`src/pixel_window_reducer_assert.svh`:
```
// ----------------------------------------------------------------------------
// Pixel window reducer assertion macros
// Shorthand for the concurrent checks kept in the window engine.
// ----------------------------------------------------------------------------
`ifndef PIXEL_WINDOW_REDUCER_ASSERT_SVH
`define PIXEL_WINDOW_REDUCER_ASSERT_SVH

// Check a condition at every clock edge outside reset.
`define PWR_CHECK(name, clk, rst, prop, msg) \
   name: assert property (@(posedge clk) disable iff (rst) (prop)) else $error(msg);

// Check that a condition in one cycle is followed by another in the next.
`define PWR_CHECK_NEXT(name, clk, rst, ante, cons, msg) \
   name: assert property (@(posedge clk) disable iff (rst) (ante) |=> (cons)) else $error(msg);

`endif

```
`src/pwr_pkg.sv`:
```
// ----------------------------------------------------------------------------
// Pixel window reducer package
// Shared constants, codes, types and a helper function.
// ----------------------------------------------------------------------------
`default_nettype none

package pwr_pkg;

   localparam int unsigned COUNT_W  = 8;
   localparam int unsigned PIXEL_W  = 12;
   localparam int unsigned BEST_W   = 13;
   localparam int unsigned TOTAL_W  = 20;
   localparam int unsigned OUT_W    = 16;
   localparam int unsigned REG_IDX_W = 3;
   localparam int unsigned CSR_W    = 8;
   localparam int unsigned SUM_SHIFT = 4;

   localparam logic [COUNT_W-1:0] MAX_SPAN    = 8'd255;
   localparam logic [BEST_W-1:0]  DARK_SEED   = 13'd5000;
   localparam logic [PIXEL_W-1:0] FIXED_PIXEL = 12'd555;

   localparam logic [7:0] HI_MASK     = 8'h1F;
   localparam logic [7:0] LO_MASK_10  = 8'hF8;
   localparam logic [7:0] LO_MASK_12  = 8'hFE;

   // Operating modes
   localparam logic [1:0] MODE_PASS = 2'd0;
   localparam logic [1:0] MODE_SUM  = 2'd1;
   localparam logic [1:0] MODE_BEST = 2'd2;
   localparam logic [1:0] MODE_RSVD = 2'd3;

   // Converter formats
   localparam logic [1:0] FMT_DIRECT = 2'd0;
   localparam logic [1:0] FMT_SPI10  = 2'd1;
   localparam logic [1:0] FMT_SPI12  = 2'd2;
   localparam logic [1:0] FMT_FIXED  = 2'd3;

   // Register indexes
   localparam logic [REG_IDX_W-1:0] REG_MODE   = 3'd0;
   localparam logic [REG_IDX_W-1:0] REG_FORMAT = 3'd1;
   localparam logic [REG_IDX_W-1:0] REG_INNER  = 3'd2;
   localparam logic [REG_IDX_W-1:0] REG_OUTER  = 3'd3;
   localparam logic [REG_IDX_W-1:0] REG_AMP    = 3'd4;

   typedef struct packed {
      logic [1:0]         mode;
      logic [1:0]         adc_format;
      logic [COUNT_W-1:0] inner_count;
      logic [COUNT_W-1:0] outer_count;
      logic               amp_in_use;
   } cfg_type;

   typedef struct packed {
      logic               valid;
      logic [OUT_W-1:0]   pixel_value;
      logic [COUNT_W-1:0] best_line;
      logic [COUNT_W-1:0] best_position;
      logic               last;
   } res_type;

   // Zero counts act as one, oversized counts clip to the span limit.
   function automatic logic [COUNT_W-1:0] eff_count(input logic [COUNT_W-1:0] count);
      logic [COUNT_W-1:0] r;
      if (count == '0) begin
         r = {{(COUNT_W-1){1'b0}}, 1'b1};
      end else if (count > MAX_SPAN) begin
         r = MAX_SPAN;
      end else begin
         r = count;
      end
      return r;
   endfunction

endpackage

`default_nettype wire

```
`src/pwr_csr.sv`:
```
// ----------------------------------------------------------------------------
// Pixel window reducer control registers
// Holds the configuration written over the csr channel.
// ----------------------------------------------------------------------------
`default_nettype none

module pwr_csr (
   input  wire logic                          clock,
   input  wire logic                          reset,
   input  wire logic                          csr_valid,
   output logic                               csr_ready,
   input  wire logic [pwr_pkg::REG_IDX_W-1:0] csr_index,
   input  wire logic [pwr_pkg::CSR_W-1:0]     csr_data,
   output pwr_pkg::cfg_type                   cfg
);
   import pwr_pkg::*;

   cfg_type cfg_ff;
   cfg_type cfg_in;

   assign csr_ready = 1'b1;
   assign cfg       = cfg_ff;

   always_comb begin
      cfg_in = cfg_ff;
      if (csr_valid) begin
         case (csr_index)
            REG_MODE:   cfg_in.mode        = csr_data[1:0];
            REG_FORMAT: cfg_in.adc_format  = csr_data[1:0];
            REG_INNER:  cfg_in.inner_count = csr_data[COUNT_W-1:0];
            REG_OUTER:  cfg_in.outer_count = csr_data[COUNT_W-1:0];
            REG_AMP:    cfg_in.amp_in_use  = csr_data[0];
            default:    cfg_in = cfg_ff;
         endcase
      end
   end

   always_ff @(posedge clock) begin
      if (reset) begin
         cfg_ff.mode        <= MODE_PASS;
         cfg_ff.adc_format  <= FMT_DIRECT;
         cfg_ff.inner_count <= 8'd8;
         cfg_ff.outer_count <= 8'd8;
         cfg_ff.amp_in_use  <= 1'b0;
      end else begin
         cfg_ff <= cfg_in;
      end
   end

endmodule

`default_nettype wire

```
`src/pwr_decode.sv`:
```
// ----------------------------------------------------------------------------
// Pixel window reducer sample decoder
// Turns a converter reading into a pixel value per the selected format.
// ----------------------------------------------------------------------------
`default_nettype none

module pwr_decode (
   input  wire logic [1:0]                  adc_format,
   input  wire logic [7:0]                  high_byte,
   input  wire logic [7:0]                  low_byte,
   input  wire logic [9:0]                  direct_sample,
   output logic [pwr_pkg::PIXEL_W-1:0]      pixel
);
   import pwr_pkg::*;

   logic [7:0] hi_m;
   logic [7:0] lo10_m;
   logic [7:0] lo12_m;

   always_comb begin
      hi_m   = high_byte & HI_MASK;
      lo10_m = low_byte & LO_MASK_10;
      lo12_m = low_byte & LO_MASK_12;
      case (adc_format)
         FMT_DIRECT: pixel = {2'b00, direct_sample};
         FMT_SPI10:  pixel = {2'b00, hi_m[4:0], lo10_m[7:3]};
         FMT_SPI12:  pixel = {hi_m[4:0], lo12_m[7:1]};
         FMT_FIXED:  pixel = FIXED_PIXEL;
         default:    pixel = FIXED_PIXEL;
      endcase
   end

endmodule

`default_nettype wire

```
`src/pwr_engine.sv`:
```
// ----------------------------------------------------------------------------
// Pixel window reducer window engine
// Scan counters, line sum and brightest- or darkest-pixel search; forms one result.
// ----------------------------------------------------------------------------
`default_nettype none

`include "pixel_window_reducer_assert.svh"

module pwr_engine (
   input  wire logic                        clock,
   input  wire logic                        reset,
   input  wire logic                        step,
   input  wire pwr_pkg::cfg_type            cfg,
   input  wire logic [pwr_pkg::PIXEL_W-1:0] pixel,
   output pwr_pkg::res_type                 res
);
   import pwr_pkg::*;

   logic [COUNT_W-1:0] pos_ff,   pos_in;
   logic [COUNT_W-1:0] line_ff,  line_in;
   logic [TOTAL_W-1:0] total_ff, total_in;
   logic [BEST_W-1:0]  best_ff,  best_in;
   logic [COUNT_W-1:0] bline_ff, bline_in;
   logic [COUNT_W-1:0] bpos_ff,  bpos_in;

   logic [COUNT_W-1:0] inner;
   logic [COUNT_W-1:0] outer;
   logic               line_end;
   logic               window_end;
   logic               window_start;
   logic [TOTAL_W-1:0] total_sum;
   logic [TOTAL_W-1:0] shifted;
   logic [OUT_W-1:0]   sum_out;
   logic [BEST_W-1:0]  best_base;
   logic [COUNT_W-1:0] bline_base;
   logic [COUNT_W-1:0] bpos_base;
   logic [BEST_W-1:0]  pixel_ext;
   logic               wins;

   always_comb begin
      inner        = eff_count(cfg.inner_count);
      outer        = eff_count(cfg.outer_count);
      line_end     = ({1'b0, pos_ff} + 9'd1) >= {1'b0, inner};
      window_end   = line_end && (({1'b0, line_ff} + 9'd1) >= {1'b0, outer});
      window_start = (pos_ff == '0) && (line_ff == '0);

      // Restart the line sum on the first pixel of each line
      total_sum = ((pos_ff == '0) ? '0 : total_ff)
                  + {{(TOTAL_W-PIXEL_W){1'b0}}, pixel};
      shifted   = total_sum >> SUM_SHIFT;
      sum_out   = (|shifted[TOTAL_W-1:OUT_W]) ? {OUT_W{1'b1}} : shifted[OUT_W-1:0];

      // Reseed the search at window start
      best_base  = window_start ? (cfg.amp_in_use ? '0 : DARK_SEED) : best_ff;
      bline_base = window_start ? '0 : bline_ff;
      bpos_base  = window_start ? '0 : bpos_ff;
      pixel_ext  = {{(BEST_W-PIXEL_W){1'b0}}, pixel};
      wins       = cfg.amp_in_use ? (pixel_ext > best_base) : (pixel_ext < best_base);

      pos_in   = pos_ff;
      line_in  = line_ff;
      total_in = total_ff;
      best_in  = best_ff;
      bline_in = bline_ff;
      bpos_in  = bpos_ff;
      if (step) begin
         total_in = total_sum;
         best_in  = wins ? pixel_ext : best_base;
         bline_in = wins ? line_ff : bline_base;
         bpos_in  = wins ? pos_ff : bpos_base;
         if (line_end) begin
            pos_in  = '0;
            line_in = window_end ? '0 : line_ff + 8'd1;
         end else begin
            pos_in  = pos_ff + 8'd1;
         end
      end

      res = '0;
      case (cfg.mode)
         MODE_PASS: begin
            res.valid       = 1'b1;
            res.pixel_value = {{(OUT_W-PIXEL_W){1'b0}}, pixel};
            res.last        = window_end;
         end
         MODE_SUM: begin
            res.valid       = line_end;
            res.pixel_value = sum_out;
            res.last        = window_end;
         end
         MODE_BEST: begin
            res.valid         = window_end;
            res.best_line     = wins ? line_ff : bline_base;
            res.best_position = wins ? pos_ff : bpos_base;
            res.last          = 1'b1;
         end
         default: res = '0;
      endcase
   end

   always_ff @(posedge clock) begin
      if (reset) begin
         pos_ff   <= '0;
         line_ff  <= '0;
         total_ff <= '0;
         best_ff  <= DARK_SEED;
         bline_ff <= '0;
         bpos_ff  <= '0;
      end else begin
         pos_ff   <= pos_in;
         line_ff  <= line_in;
         total_ff <= total_in;
         best_ff  <= best_in;
         bline_ff <= bline_in;
         bpos_ff  <= bpos_in;
      end
   end

   `PWR_CHECK(a_pos_in_span, clock, reset, pos_ff < MAX_SPAN, "position counter past span limit")
   `PWR_CHECK(a_best_is_last, clock, reset, !(res.valid && cfg.mode == MODE_BEST) || res.last, "search result without window end")
   `PWR_CHECK_NEXT(a_window_wrap, clock, reset, step && window_end, pos_ff == '0 && line_ff == '0, "counters did not wrap at window end")
   `PWR_CHECK_NEXT(a_pos_advance, clock, reset, step && !line_end, pos_ff == $past(pos_ff) + 8'd1, "position did not advance")

endmodule

`default_nettype wire

```
`src/pixel_window_reducer.sv`:
```
// ----------------------------------------------------------------------------
// Pixel window reducer
// Decodes one converter reading per pixel of a scanned window and emits
// pixels, line sums or the brightest- or darkest-pixel location.
// ----------------------------------------------------------------------------
//
//   channel  direction  handshake               payload
//   req      in         req_tvalid/req_tready   req_tdata: high, low, direct
//   rsp      out        rsp_tvalid/rsp_tready   rsp_tdata, rsp_tlast
//   csr      in         csr_valid/csr_ready     csr_index, csr_data
//
// One request per clock sustained while rsp is not stalled; a request passes
// the input register, then the result register.
// Decode, line accumulate and best compare all sit between those registers.
// A stalled rsp holds its result; one more request waits in the input
// register, and req_tready falls only when both are full.
// Reset is synchronous and returns registers to defaults and the scan to
// the first pixel of a window. csr_ready is always high.
// ----------------------------------------------------------------------------
`default_nettype none

module pixel_window_reducer (
   input  wire logic                          clock,
   input  wire logic                          reset,
   // req_tdata: [7:0] high_byte, [15:8] low_byte, [25:16] direct_sample, rest zero
   input  wire logic                          req_tvalid,
   output logic                               req_tready,
   input  wire logic [31:0]                   req_tdata,
   // rsp_tdata: [15:0] pixel_value, [23:16] best_line, [31:24] best_position
   output logic                               rsp_tvalid,
   input  wire logic                          rsp_tready,
   output logic [31:0]                        rsp_tdata,
   output logic                               rsp_tlast,
   input  wire logic                          csr_valid,
   output logic                               csr_ready,
   input  wire logic [pwr_pkg::REG_IDX_W-1:0] csr_index,
   input  wire logic [pwr_pkg::CSR_W-1:0]     csr_data
);
   import pwr_pkg::*;

   cfg_type cfg;
   res_type res;

   // Input register
   logic        s1_valid_ff, s1_valid_in;
   logic [7:0]  s1_high_ff,  s1_high_in;
   logic [7:0]  s1_low_ff,   s1_low_in;
   logic [9:0]  s1_direct_ff, s1_direct_in;

   // Result register
   logic        rsp_valid_ff, rsp_valid_in;
   logic [31:0] rsp_data_ff,  rsp_data_in;
   logic        rsp_last_ff,  rsp_last_in;

   logic               out_free;
   logic               advance;
   logic               step;
   logic [PIXEL_W-1:0] pixel;

   pwr_csr u_csr (
      .clock     (clock),
      .reset     (reset),
      .csr_valid (csr_valid),
      .csr_ready (csr_ready),
      .csr_index (csr_index),
      .csr_data  (csr_data),
      .cfg       (cfg)
   );

   pwr_decode u_decode (
      .adc_format    (cfg.adc_format),
      .high_byte     (s1_high_ff),
      .low_byte      (s1_low_ff),
      .direct_sample (s1_direct_ff),
      .pixel         (pixel)
   );

   pwr_engine u_engine (
      .clock (clock),
      .reset (reset),
      .step  (step),
      .cfg   (cfg),
      .pixel (pixel),
      .res   (res)
   );

   always_comb begin
      // Result slot can take a new value when empty or draining this cycle
      out_free   = !rsp_valid_ff || rsp_tready;
      // Process the held request whenever the result slot is free
      step       = s1_valid_ff && out_free;
      advance    = !s1_valid_ff || out_free;
      req_tready = advance;

      s1_valid_in  = s1_valid_ff;
      s1_high_in   = s1_high_ff;
      s1_low_in    = s1_low_ff;
      s1_direct_in = s1_direct_ff;
      if (advance) begin
         s1_valid_in  = req_tvalid;
         s1_high_in   = req_tdata[7:0];
         s1_low_in    = req_tdata[15:8];
         s1_direct_in = req_tdata[25:16];
      end

      rsp_valid_in = rsp_valid_ff;
      rsp_data_in  = rsp_data_ff;
      rsp_last_in  = rsp_last_ff;
      if (out_free) begin
         rsp_valid_in = step && res.valid;
         rsp_data_in  = {res.best_position, res.best_line, res.pixel_value};
         rsp_last_in  = res.last;
      end
   end

   always_ff @(posedge clock) begin
      if (reset) begin
         s1_valid_ff  <= 1'b0;
         rsp_valid_ff <= 1'b0;
      end else begin
         s1_valid_ff  <= s1_valid_in;
         rsp_valid_ff <= rsp_valid_in;
      end
   end

   // Payload holds need no reset
   always_ff @(posedge clock) begin
      s1_high_ff   <= s1_high_in;
      s1_low_ff    <= s1_low_in;
      s1_direct_ff <= s1_direct_in;
      rsp_data_ff  <= rsp_data_in;
      rsp_last_ff  <= rsp_last_in;
   end

   assign rsp_tvalid = rsp_valid_ff;
   assign rsp_tdata  = rsp_data_ff;
   assign rsp_tlast  = rsp_last_ff;

endmodule

`default_nettype wire

```
`config.mk`:
```
export PLATFORM = sky130hd
export DESIGN_NAME = pixel_window_reducer
export DESIGN_NICKNAME = d
export VERILOG_FILES = /design/src/pwr_pkg.sv /design/src/pwr_csr.sv /design/src/pwr_decode.sv /design/src/pwr_engine.sv /design/src/pixel_window_reducer.sv
export VERILOG_INCLUDE_DIRS = /design/src /design/src/src
export SDC_FILE = /design/constraint.sdc
export NUM_CORES = 1
export LEC_CHECK = 0
export ABC_AREA = 1
export BUFFER_PORTS_ARGS = -buffer_cell sky130_fd_sc_hd__clkbuf_2
export CORE_MARGIN = 5
export CORE_UTILIZATION = 54
export DETAILED_ROUTE_END_ITERATION = 8
export MAX_ROUTING_LAYER = met4
export PLACE_DENSITY_LB_ADDON = 0.08
export SYNTH_ARGS = -nofsm -noshare
export SYNTH_HDL_FRONTEND = slang
export SYNTH_SLANG_ARGS = --single-unit
```
`constraint.sdc`:
```
create_clock -name clock -period 4.9 [get_ports clock]
set_clock_uncertainty 0.1 [all_clocks]
set_input_delay 0 -clock clock [delete_from_list [all_inputs] [get_ports clock]]
set_output_delay 0 -clock clock [all_outputs]
set_load 0.005 [all_outputs]
```
# After elaboration in Yosys (flattened, before gate mapping)
# Index checks and enable logic that the tools add are counted.
totals:
  wordCells: 80
  regBits: 144
  input_bits: 48
classes:
  addsub: 5
  reduce_logical: 22
  n_lt_le_gt_ge: 6
  n_mux: 19
  n_eq_ne: 9
ops:
  columns: ["op", "n"]
  rows:
  - ["8-bit two-way mux", 10]
  - ["12-bit one-hot mux with 4 select lines", 1]
  - ["13-bit two-way mux", 3]
  - ["8-bit zero test", 4]
  - ["16-bit one-hot mux with 2 select lines", 1]
  - ["20-bit by 12-bit adder with 20-bit output", 1]
  - ["20-bit two-way mux", 1]
  - ["8-bit by 1-bit adder with 9-bit output, second input constant", 2]
  - ["9-bit by 8-bit greater-or-equal comparator with 1-bit output", 2]
  - ["8-bit by 1-bit adder with 8-bit output, second input constant", 2]
  - ["8-bit > comparator, second input constant", 2]
  - ["12-bit by 13-bit > comparator with 1-bit output", 1]
  - ["12-bit by 13-bit < comparator with 1-bit output", 1]
  - ["2-bit AND reduction", 6]
  - ["2-bit equality test, second input constant", 3]
  - ["3-bit by 2-bit equality test with 1-bit output, second input constant", 2]
  - ["2-bit by 1-bit equality test with 1-bit output, second input constant", 2]
  - ["1-bit logical AND", 4]
  - ["2-bit zero test", 2]
  - ["3-bit by 1-bit equality test with 1-bit output, second input constant", 1]
  - ["3-bit equality test, second input constant", 1]
  - ["3-bit zero test", 1]
  - ["1-bit one-hot mux with 3 select lines", 1]
  - ["1-bit zero test", 2]
  - ["4 further kinds", 5]

# Depth between registers and ports, before layout
# Gate-level depths: netlist of run 1.
depth:
  word_depth: 7
  ltp_mapped: 26
  depth_no_buf: 24

# Hierarchy
# From an unflattened synthesis of run 1, not the netlist that was laid out.
unflattened:
  cells_unflattened: 1103
  hier_area_um2: 8431.8
by_module_without_submodules:
  columns: ["mod", "seq_area_each_um2", "area_each_um2", "cells_each", "instances"]
  rows:
  - ["pwr_engine", 1301.2, 5347.6, 832, 1]
  - ["pixel_window_reducer", 1811.7, 1858.0, 69, 1]
  - ["pwr_csr", 420.4, 928.4, 137, 1]
  - ["pwr_decode", 0.0, 297.8, 65, 1]

# Least setup slack after synthesis of run 1
# No wires, ideal clock.
synth_timing:
  kind: "reg-to-reg"
  startpoint: "register, netlist name u_csr.cfg[18]"
  endpoint: "register rsp_data_ff[6], in the netlist rsp_tdata[6] (data pin)"
  path_slack_ns: 1.868
  t_arrival_ns: 2.668
  setup_time_ns: 0.264
  path_stages_with_launch: 15
  cell_sequence: "dfxtp_1 > buf_2 > nor2_1 > inv_1 > o21ai_0 > inv_1 > fa_1 > nand3b_1 > nand2_1 > a21boi_0 > o21ai_0 > a21oi_1 > xor2_1 > nand2_1 > o21ai_0"
synth_lines:
  columns: ["element", "line_no", "text"]
  rows:
  - ["end signal, assigned", "pixel_window_reducer.sv:131", "rsp_data_ff <= rsp_data_in;"]
  - ["end, declared", "pixel_window_reducer.sv:52", "logic [31:0] rsp_data_ff, rsp_data_in;"]

# Worst setup path after layout of run 1
layout_timing:
  startpoint: "register u_engine.line_ff[0]"
  endpoint: "register rsp_data_ff[25], in the netlist rsp_tdata[25] (data pin)"
layout_via:
  elab_chain_cells: 6
  elab_cells_between_ends: 8
  classes_between: "order compare (2); mux (4); reduce/logical (2)"
layout_rtl:
  columns: ["element", "line_no", "text"]
  rows:
  - ["start, declared", "pwr_engine.sv:20", "logic [COUNT_W-1:0] line_ff, line_in;"]
  - ["start signal, assigned", "pwr_engine.sv:111", "line_ff <= line_in;"]
  - ["8-bit zero test (*)", "pwr_engine.sv:45", "window_start = (pos_ff == '0) && (line_ff == '0);"]
  - ["1-bit logical AND (*)", "pwr_engine.sv:45", null]
  - ["13-bit two-way mux", "pwr_engine.sv:54", "best_base = window_start ? (cfg.amp_in_use ? '0 : DARK_SEED) : best_ff;"]
  - ["12-bit by 13-bit < comparator with 1-bit output / 12-bit by 13-bit > comparator with 1-bit output (equally long branches)", "pwr_engine.sv:58", "wins = cfg.amp_in_use ? (pixel_ext > best_base) : (pixel_ext < best_base);"]
  - ["1-bit two-way mux", "pwr_engine.sv:58", null]
  - ["8-bit two-way mux (*)", "pwr_engine.sv:94", "res.best_position = wins ? pos_ff : bpos_base;"]
# Every way passes the cells marked *; elsewhere a longest branch is shown, timed or not.
# A chain may end at the register's enable or synchronous reset.

==> metrics.sh, run 1 <==
WORST-SLEW-PIN-TRANSITION_PS=1050
SETUP_VIOL_COUNT_FINAL=0
WL_MET2_UM=7890
RSZ0062_AT_GRT='no'
DRT_FIRST_PASS_ITERS=5
CP_MAX_FANOUT=33
FINAL_NETS=1216
TIMING.FINAL.CRIT_SHARE_PCT=79.0
DIE_SPAN_IN_Y_UM=131
DRT-VIAS-PER-INSTANCE=5.16
CRITICAL_PATH_REQUIRED_PS=5030
FINALHOLDVIOLATIONS=0
ROOT_BUFFER_MASTER='clkbuf_16'
DIE_W_UM=131
SYNTH_TOP_CELL_AREA_SHARE_PCT=22.2
DIE_AREA_UM2=17200
TOTAL_CLOCK_BUFFERS_CREATED_BY_CTS=17
MAX_FREQ_MHz=258
GRT_START_MAX_NET_PINS=58
GRT_PASS1_VIAS=6419
SYNTH.FF_LATCH_COUNT=143
FLOORPLAN.ROWS=44
DP_HPWL_UM=12400
HOLD_FIX_BUFFERS_CTS=41
ANTENNA_CELLS=0
IOS=84
FINALSETUPTNS_PS=0
SYNTH_ENABLE_FLOP_CELLS=55
SYNTH.DISTINCT_CELLS=45
WL_PER_CELL_UM=13.9
DRT_WL_TOTAL_UM=18400
SYNTH-WARNING-COUNT=0
YOSYSMOSTFREQUENTCELL='nand2_1'
DRT-INITIAL-DRC-COUNT=510
YOSYSTOPAREACELL='dfxtp_1'
WORSTSETUPSTARTPOINT='u_engine.line_ff[0]'
CTS_MAX_LEVEL=4
TIMING.MAX_CAP.VIOLATIONS=0
PLACE_WS_PS=1080
AREA_DELTA_SYNTH_FINAL_PCT=18.8
SEQUENTIAL_SHARE_OF_THE_SYNTHESIZED_AREA_PCT=43.1
WORST_REG2REG_PATH_DEPTH=21
SYNTH.TOP_CELLS.BY_COUNT='nand2_1, inv_1, a21oi_1'
GLOBAL_ROUTE.OVERFLOW_TOTAL=0
CTS_SETUP_BUFFERS=0
CTS_REPAIR_RESIZE_COUNT=0
LAYOUT-DRIVE-GT1-SHARE_PCT=13.2
TIMING.HOLD.WORST_PATH_DEPTH=3
RR_STARTPOINT='u_engine.line_ff[0]'
SLEW_VIOL_FINAL=0
SYNTH.CELL_AREA_UM2=7920
DOMINANTREGCELLSYNTH='dfxtp_1'
GRT_UTIL_ALL_LAYERS_PCT=22.7
TIMING.REG2REG.SETUP_SLACK_PS=1030
CELLLEAKAGEPOWER_nW=4.32
CP.ARRIVAL_PS=4000
OUTCOME='finished, final reports clean'
DETAIL_ROUTE.WIRELENGTH.MET1_UM=9170
ANTENNA_FOUND_INITIAL=0
DETAIL-ROUTE-ANTENNA-NETS=0
HOLD_END='u_engine.best_ff[10]'
VIA_COUNT=6806
FILLERS=1310
YOSYS-TOP-CELLS-AREA='dfxtp_1, edfxtp_1, nand2_1'
TRITONCTS='built'
STARTPOINT_TYPE='flop'
MAX-CLOCK-PATH-BUFFERS=2
GP_CONGESTION=0.912
MIN_FROM='reset'
CLKSINKCOUNT=143
CLOCK_LATENCY_PS=420
CELLPOWERDENSITY_nW_PER_UM2=324
CORE_AREA_UM2=14500
POST_SYN_AREA_PER_CELL_UM2=7.77
PERIOD_NEEDED_PS=3870
GRT_PASS1_WL_UM=31500
TIMING.FINAL.WS_SETUP_PS=1030
DETAIL_ROUTE.DRC_VIOLATIONS=0
DR.MAX_LAYER_USED='met4'
IR_WORST_VDD_V=0.000252
POSTSYNTHCELLCOUNT=1020
PLACE.PORT_BUFFERS=72
WORST_HOLD_PATH_TYPE='in2reg'
SYNTH-ASYNC-RESET-RATIO_PCT=0
SYNTH_NETS=1113
MAX_SLEW_MARGIN_PCT=29.8
PATH_CLASS='reg2reg'
INITIAL_CORE_UTIL_PCT=54.7
WORSTSETUPENDPOINTTYPE='flop'
MET3_LENGTH_UM=1110
R2R_END='rsp_tdata[25]'
CTS.REPORTEDPATHS.CLKPINSLEW_PS=60
layout make-up:
cell class	instances	area (um^2)	share of cell area [%]
multi-input combinational	673	3700	39.4
timing repair buffer	122	838	8.91
clock inverter	14	163	1.73
sequential	143	3410	36.3
tap	184	230	2.45
inverter	166	623	6.62
clock buffer	18	439	4.67
stage by stage:
step | hold WS (ps) | power (mW) | util, % | instance area (um^2) | instances
2_1_floorplan | -1.13 | 1.62 | - | 7920 | 1020
3_3_place_gp | 76.5 | 1.72 | 58.0 | 8400 | 1247
3_5_place_dp | 78.6 | 1.73 | 58.0 | 8400 | 1247
4_1_cts | 107 | 3.08 | 65.0 | 9410 | 1320
5_1_grt | 141 | 3.20 | 65.0 | 9410 | 1320
6_report | 122 | 3.05 | 65.0 | 9410 | 1320
worst max path at each step:
stage                                to  slack [ps]  cells past startpoint
final                     rsp_tdata[25]        1030                     21
after global placement    rsp_tdata[25]        1150                     21
after floorplan            rsp_tdata[6]        1870                     14
after global routing      rsp_tdata[28]         600                     21
after detailed placement  rsp_tdata[25]        1080                     21
after CTS                 rsp_tdata[25]        1050                     21
layer usage:
layer	GRT usage, %	vias to the layer above
met4	5.72	0
li1	-	3568
met2	32.6	175
met1	32.3	3044
met3	5.28	19
met5	-	-
worst max-delay path: stages, from the launching register on:
cell and delay, ps:
dfxtp_1 430, inv_1 110, ha_1 210, nand4_1 100
nor2_2 60, nand2_1 390, nand2_1 100, nand2_1 70
inv_1 50, ha_1 260, nand2_1 60, nor2_1 160
nand2_1 70, nand3_1 70, nand2_1 50, nand2_1 50
nand2_1 40, nand2_1 130, nand3_4 300, nand2_4 470
nand3_2 120, a21oi_1 250
flip-flops by register name, indices dropped and copies added, names as in the netlist:
| register | count |
|---|---|
| rsp_tvalid | 1 |
| u_csr.cfg | 21 |
| s1_valid_ff | 1 |
| u_engine.total_ff | 20 |
| u_engine.bline_ff | 8 |
| u_engine.pos_ff | 8 |
| rsp_tlast | 1 |
| s1_high_ff | 5 |
| u_engine.best_ff | 13 |
| rsp_tdata | 32 |
| s1_direct_ff | 10 |
| u_engine.line_ff | 8 |
| u_engine.bpos_ff | 8 |
| s1_low_ff | 7 |
power by group:
| group | internal, mW | leakage (nW) | switching [mW] |
|---|---|---|---|
| clock network | 0.812 | 0.290 | 0.510 |
| logic | 0.150 | 2.70 | 0.252 |
| registers | 1.30 | 1.33 | 0.0266 |
kinds of logic (layout without fill, tap and decap cells):
| logic type | Yosys count | in the layout | share of synthesized area (%) |
|---|---|---|---|
| muxes | 1 | 1 | 0.126 |
| and+or+nand+nor | 400 | 400 | 23.0 |
| xor gates and xnor gates | 27 | 27 | 2.98 |
| buffers and inverters | 204 | 320 | 10.2 |
| adders and majority gates | 45 | 45 | 7.20 |
| DFF | 143 | 143 | 43.1 |
| other | 1 | 1 | 0.0473 |
| AOI/OAI and AO/OA | 199 | 199 | 13.4 |
cell usage in the layout (no fill, tap or decap), drive strengths merged, types with 2 or more instances in the layout:
cell type,n
nand2,180
inv,168
a21oi,104
nor2,96
nand3,96
clkbuf,90
dfxtp,88
o21ai,65
edfxtp,55
ha,44
dlygate4sd3,41
xor2,21
nand4,12
o22ai,11
buf,9
xnor2,6
clkinv,6
nor4,5
o211ai,5
o21a,4
nor3,4
nand3b,4
a21o,3
bufinv,3
clkinvlp,3
a31oi,2
Note: power is estimated with default switching activity, not from simulation.
==> run 2, diff against run 1 <==
clock period = 3.9 ns   (was 4.9 ns; I/O delays follow)
==> run 2 against run 1 <==
First-iteration DRC count increased by 11%. Power increased by 27%. Utilization increased by 0.27 points. Die area unchanged. Critical path depth decreased by 8. Count of clock-buffer cells in the layout increased by 4. Sequential power increased by 26%. Final area increased by 0.41%. Sequential share of layout area decreased by 0.15 points. Combinational power increased by 27%. Critical path type unchanged. Largest power group is now clock. Highest routed layer unchanged.
==> metrics.sh, run 2 (same netlist as run 1, synthesis figures left out) <==
PATH_CLASS='reg2reg'
FLOORPLAN.ROWS=44  # unchanged
GR-USAGE-MET3_PCT=5.08  # -0.19 points
GRT_START_MAX_NET_PINS=58  # unchanged
CLOCK_LATENCY_PS=420  # about the same
DIE_SPAN_IN_Y_UM=131  # unchanged
SLOWEST_DELAY_PS=480  # about the same
DETAIL_ROUTE.DRC_VIOLATIONS=0  # unchanged
R2R_END='rsp_tdata[6]'
COMMONEST_CELLS_AFTER_ROUTING_FILL_AND_TAPS_ASIDE='nand2_1, inv_1, a21oi_1, dfxtp_1, nor2_1'
CRITPATHMOSTFREQUENTCELL='o21ai_0'
ROOT_BUFFER_MASTER='clkbuf_16'
CRITICAL_PATH_REQUIRED_PS=3950  # -1080 ps
IOS=84  # unchanged
GLOBAL_ROUTE.OVERFLOW_TOTAL=0  # unchanged
WORST_REG2REG_PATH_DEPTH=13  # -38%
STARTPOINT_TYPE='flop'
GRT_UTIL_ALL_LAYERS_PCT=23.2  # +0.51 points
CORE_AREA_UM2=14500  # unchanged
MAX-CLOCK-PATH-BUFFERS=2  # unchanged
CRITICAL_PATH.SLOWEST_CELL='fa_1'
OUTCOME='finished, final reports clean'
CP_MAX_FANOUT=10  # -70%
WL_PER_CELL_UM=14.3  # +2.3%
DRT_WL_TOTAL_UM=18900  # +2.6%
CRITPATHBUFINV=2  # unchanged
SETUP_VIOL_COUNT_FINAL=0  # unchanged
GR_BUSIEST_METAL='met2'
DRT-INITIAL-DRC-COUNT=566  # +11%
CTS_MAX_LEVEL=4  # unchanged
WORST-SLEW-PIN-TRANSITION_PS=1070  # +17.3 ps
CTS.REPORTEDPATHS.CLKPINSLEW_PS=60  # about the same
ANTENNA_CELLS=0  # unchanged
TIMING.HOLD.WORST_PATH_DEPTH=3  # unchanged
WORST_HOLD_PATH_TYPE='in2reg'
LARGEST_REG_FLOPS=32  # unchanged
TOTAL_CLOCK_BUFFERS_CREATED_BY_CTS=17  # unchanged
TIMING.FINAL.CRIT_SHARE_PCT=89.9  # +11 points
TIMING.REG2REG.SETUP_SLACK_PS=390  # -630 ps
DP_CELLS=1251  # +0.32%
SLEW_VIOL_FINAL=0  # unchanged
TRITONCTS='built'
POST_LAYOUT_NONFILLER_INSTANCES=1323  # +0.23%
AREA_DELTA_SYNTH_FINAL_PCT=19.3
CELLPOWERDENSITY_nW_PER_UM2=410  # +26%
CRIT_PATH_CELL_TRACE='nor2_2 > inv_1 > o21ai_0 > inv_1 > fa_1 > nand3b_1 > nand2_1 > a21boi_0 > o21ai_0 > a21oi_1 > xor2_1 > nand2_1 > o21ai_0'
FINALHOLDVIOLATIONS=0  # unchanged
DETAIL-ROUTE-ANTENNA-NETS=0  # unchanged
MAX_SLEW_MARGIN_PCT=28.4  # -1.4 points
PERIOD_NEEDED_PS=3510  # -366 ps
DP_HPWL_UM=12900  # +3.5%
FINALSETUPTNS_PS=0  # unchanged
GP_CONGESTION=0.930  # +2.1%
LAYOUT_COMMONEST_CELL='nand2_1'
HOLD_END='u_engine.best_ff[1]'
DRT_FIRST_PASS_ITERS=5  # unchanged
TIMING.MAX_CAP.VIOLATIONS=0  # unchanged
MIN_FROM='reset'
LAYOUT-DRIVE-GT1-SHARE_PCT=13.3  # +0.053 points
GRT_PASS1_VIAS=6636  # +3.4%
VIA_COUNT=6846  # +0.59%
DIE_AREA_UM2=17200  # unchanged
GRTUSAGEMET1_PCT=32.7  # +0.33 points
CP.ARRIVAL_PS=3560  # -440 ps
IR_WORST_VDD_V=0.000386  # +53%
GRT_PASS1_WL_UM=32200  # +2.5%
FINAL_NETS=1219  # +0.25%
RR_STARTPOINT='u_csr.cfg[18]'
GROUTE.LAYER.MET2.USAGE_PCT=34.3  # +1.7 points
CELLLEAKAGEPOWER_nW=4.34  # +0.42%
DIE_W_UM=131  # unchanged
DRT-VIAS-PER-INSTANCE=5.17  # +0.36%
ANTENNA_FOUND_INITIAL=0  # unchanged
INITIAL_CORE_UTIL_PCT=54.7  # unchanged
MAX_FREQ_MHz=285  # +10%
PLACE.PORT_BUFFERS=72  # unchanged
WORSTSETUPENDPOINTTYPE='flop'
CLKSINKCOUNT=143  # unchanged
RSZ0062_AT_GRT='no'
CRITPATHTOPFAMILY='compound AO/OA/AOI/OAI gates'
## run 2: cell count changes in the layout (fill, tap and decap cells not counted), moves of 2 or more
cell        delta
clkinv_4       +2
clkinv_2       -3
clkinvlp_4     -2
inv_6          -2
clkbuf_1       +5
buf_4          +4
## run 2: through the flow
stage	instance area [um^2]	utilization [%]	hold slack (ps)	total power [mW]	setup WS [ps]
finish	9450	65.3	149	3.88	394
global route	9450	65.3	172	4.06	85.6
CTS	9440	65.2	133	3.90	303
detailed placement	8430	58.2	78.6	2.18	321
global placement	8430	58.2	77.0	2.17	273
floorplan	7920	-	-1.13	2.04	868
## run 2: final cells by class
class	count	area, um^2
flip-flops and latches	143	3410
clock buffers	22	444
multi-input cells	673	3720
clock inverters	10	163
well taps	184	230
fillers	1273	5030
inverters	166	623
repair buffers	125	858
## run 2: metal layers
layer	routed length [um]	up-vias	part of all wire (%)
met4	210	0	1.1
met3	958	19	5.1
li1	-	3578	-
met2	8260	157	44
met5	0	-	0
met1	9450	3092	50
## run 2: tightest hold or removal path, delay by kind of cell
| kind | cells | cell delay (ps) |
|---|---|---|
| AOI/OAI and AO/OA | 1 | 190 |
| buffers and inverters | 2 | 430 |
## run 2: repair_timing
| item | in CTS | in global routing |
|---|---|---|
| setup endpoints to repair | 0 | 33 |
| hold buffers | 40 | 0 |
| hold endpoints to repair | 44 | 0 |
| gates resized for setup | 0 | 3 |
| buffers inserted | 0 | 0 |
## run 2: worst max-delay path by stage
stage                            start       endpoint  slack, ps  cells past startpoint
detailed placement       u_csr.cfg[18]   rsp_tdata[6]        320                     13
global placement         u_csr.cfg[18]   rsp_tdata[6]        270                     13
finish                   u_csr.cfg[18]   rsp_tdata[6]        390                     13
floorplan                u_csr.cfg[18]   rsp_tdata[6]        870                     14
CTS                      u_csr.cfg[18]   rsp_tdata[6]        300                     13
global route        u_engine.pos_ff[0]  rsp_tdata[16]         90                     20
## run 2: power by group
group          internal, mW  total (mW)  switching [mW]  leakage [nW]
sequential             1.64        1.67          0.0353          1.33
clock                  1.07        1.69           0.620         0.290
combinational         0.192       0.512           0.320          2.72
==> run 3, diff against run 2 <==
CORE_ASPECT_RATIO = 1.75   (was default)
==> run 3 against run 2 <==
Non-clock buffer count is 1 higher. Register-to-register slack better by 20 ps. Combinational power hardly changed. Worst setup slack better by 22 ps. Clock power is 4% lower. Utilization is 0.29 points higher. Worst hold slack better by 4.1 ps. Sequential power hardly changed. Critical path type unchanged. Largest cell class unchanged.
==> metrics.sh, run 3 (same netlist as run 1, synthesis figures left out) <==
CELLLEAKAGEPOWER_nW=4.34  # about the same
CP_MAX_FANOUT=10  # unchanged
DIE_W_UM=102  # -23%
FINAL_NETS=1220  # +0.082%
POST_LAYOUT_NONFILLER_INSTANCES=1320  # -0.23%
DP_HPWL_UM=14400  # +12%
DRT-VIAS-PER-INSTANCE=5.28  # +2.0%
SETUP_VIOL_COUNT_FINAL=0  # unchanged
MAX_SLEW_MARGIN_PCT=26.3  # -2.1 points
FLOORPLAN.ROWS=58  # +32%
GP_CONGESTION=0.922  # -0.95%
FIN_HOLD_WS_PS=154  # +4.11 ps
WORSTSETUPENDPOINTTYPE='flop'
PLACE.PORT_BUFFERS=72  # unchanged
CELLPOWERDENSITY_nW_PER_UM2=404  # -1.4%
WORST_REG2REG_PATH_DEPTH=14  # +1
CTS_MAX_LEVEL=4  # unchanged
PERIOD_NEEDED_PS=3480  # -22.2 ps
COMMONEST_CELLS_AFTER_ROUTING_FILL_AND_TAPS_ASIDE='nand2_1, inv_1, a21oi_1, nor2_1, dfxtp_1'
FINALHOLDVIOLATIONS=0  # unchanged
ANTENNA_FOUND_INITIAL=0  # unchanged
DRT-INITIAL-DRC-COUNT=277  # -51%
HOLD_END='u_engine.best_ff[10]'
UTILIZATION_PCT=65.6  # +0.29 points
WORST_HOLD_PATH_TYPE='in2reg'
GLOBAL_ROUTE.OVERFLOW_TOTAL=0  # unchanged
CLOCK_LATENCY_PS=420  # about the same
MAX_FREQ_MHz=287  # +0.64%
CRITICAL_PATH_REQUIRED_PS=3950  # about the same
WL_PER_CELL_UM=15.3  # +7.3%
GRT_PASS1_WL_UM=32500  # +0.90%
TIMING.REG2REG.SETUP_SLACK_PS=420  # +20 ps
PATH_CLASS='reg2reg'
VIA_COUNT=6968  # +1.8%
CTS_SETUP_BUFFERS=0  # unchanged
INITIAL_CORE_UTIL_PCT=55.1  # +0.42 points
MAX-CLOCK-PATH-BUFFERS=2  # unchanged
FINALSETUPTNS_PS=0  # unchanged
IOS=84  # unchanged
DETAIL-ROUTE-ANTENNA-NETS=0  # unchanged
CTS.REPORTEDPATHS.CLKPINSLEW_PS=60  # about the same
R2R_END='rsp_tdata[6]'
LAYOUT_COMMONEST_CELL='nand2_1'
ROOT_BUFFER_MASTER='clkbuf_16'
DIE_AREA_UM2=17300  # +0.55%
DIE_SPAN_IN_Y_UM=170  # +30%
TIMING.MAX_CAP.VIOLATIONS=0  # unchanged
CLKSINKCOUNT=143  # unchanged
TIMING.HOLD.WORST_PATH_DEPTH=3  # unchanged
LAYOUT-DRIVE-GT1-SHARE_PCT=13.7  # +0.43 points
AREA_DELTA_SYNTH_FINAL_PCT=18.9
DRT_FIRST_PASS_ITERS=7  # +2
ANTENNA_CELLS=0  # unchanged
SLEW_VIOL_FINAL=0  # unchanged
DRT_WL_TOTAL_UM=20200  # +7.0%
MIN_FROM='reset'
RR_STARTPOINT='u_csr.cfg[18]'
GRT_PASS1_VIAS=6829  # +2.9%
LARGEST_REG_FLOPS=32  # unchanged
TRITONCTS='built'
TIMING.FINAL.CRIT_SHARE_PCT=89.3  # -0.57 points
DP_CELLS=1249  # -0.16%
GRT_START_MAX_NET_PINS=58  # unchanged
DETAIL_ROUTE.DRC_VIOLATIONS=0  # unchanged
RSZ0062_AT_GRT='no'
WORST-SLEW-PIN-TRANSITION_PS=1100  # +35.3 ps
STARTPOINT_TYPE='flop'
TOTAL_CLOCK_BUFFERS_CREATED_BY_CTS=17  # unchanged
OUTCOME='finished, final reports clean'
GRT_UTIL_ALL_LAYERS_PCT=24.9  # +1.8 points
CORE_AREA_UM2=14400  # -0.76%
IR_WORST_VDD_V=0.000279  # -28%
CP.ARRIVAL_PS=3540  # -20 ps
==> run 3: changes by cell type in the layout (fill, tap and decap cells not counted), moves of 2 or more <==
cell / previous run / this run
bufinv_16: 4 / 1
buf_4: 13 / 15
nand2_1: 172 / 174
nand2_2: 6 / 4
inv_8: 0 / 3
clkbuf_1: 5 / 0
inv_6: 1 / 5
==> run 3: layout make-up <==
| cell class | instances | area [um^2] |
|---|---|---|
| clock buffers | 18 | 439 |
| clock inverters | 14 | 145 |
| fillers | 1327 | 4950 |
| inverters | 166 | 623 |
| multi-input cells | 673 | 3710 |
| flip-flops and latches | 143 | 3410 |
| well taps | 180 | 225 |
| repair buffers | 126 | 863 |
==> run 3: critical path: stages (launching register included) <==
cell and delay [ps]:
dfxtp_1 380, nor2_1 380, inv_1 130, o21ai_0 270, ha_1 220, inv_1 70, fa_1 410, nand3b_1 170
nand2_1 140, a21boi_0 150, o21ai_0 350, a21oi_1 140, xor2_1 170, nand2_1 60, o21ai_0 70
==> run 3: how the worst max path moves through the flow <==
stage | start | endpoint | slack, ps | cells past startpoint
global route | u_engine.line_ff[1] | rsp_tdata[16] | 9 | 22
global placement | u_engine.pos_ff[0] | rsp_tdata[16] | 400 | 22
detailed placement | u_csr.cfg[18] | rsp_tdata[16] | 370 | 14
floorplan | u_csr.cfg[18] | rsp_tdata[6] | 870 | 14
CTS | u_engine.pos_ff[0] | rsp_tdata[16] | 310 | 22
finish | u_csr.cfg[18] | rsp_tdata[6] | 420 | 14
==> run 3: power by group <==
part / total [mW] / switching, mW / internal [mW]
clock: 1.62 / 0.706 / 0.919
combinational: 0.515 / 0.322 / 0.194
sequential: 1.67 / 0.0334 / 1.64
==> run 3: per-layer routing <==
metal  wire length, um  vias up  share of wire [%]  track usage, %
met3               528       55                2.6            3.45
met5                 0        -                  0               -
met4              1010        0                5.0            13.1
met1              7370     3204                 36            24.3
li1                  -     3575                  -               -
met2             11300      134                 56            46.4
==> run 3: stage by stage <==
step	instance area [um^2]	total power, mW	setup WS (ps)
after floorplan	7920	2.04	868
after global placement	8440	2.18	402
after detailed placement	8440	2.18	370
final	9420	3.81	416
after global routing	9420	3.98	8.69
after CTS	9410	3.83	309
==> run 3: what timing repair did <==
action | CTS | global route
gates resized for setup | 0 | 1
hold buffers | 39 | 0
hold endpoints to repair | 44 | 0
endpoints found under the setup margin | 0 | 5
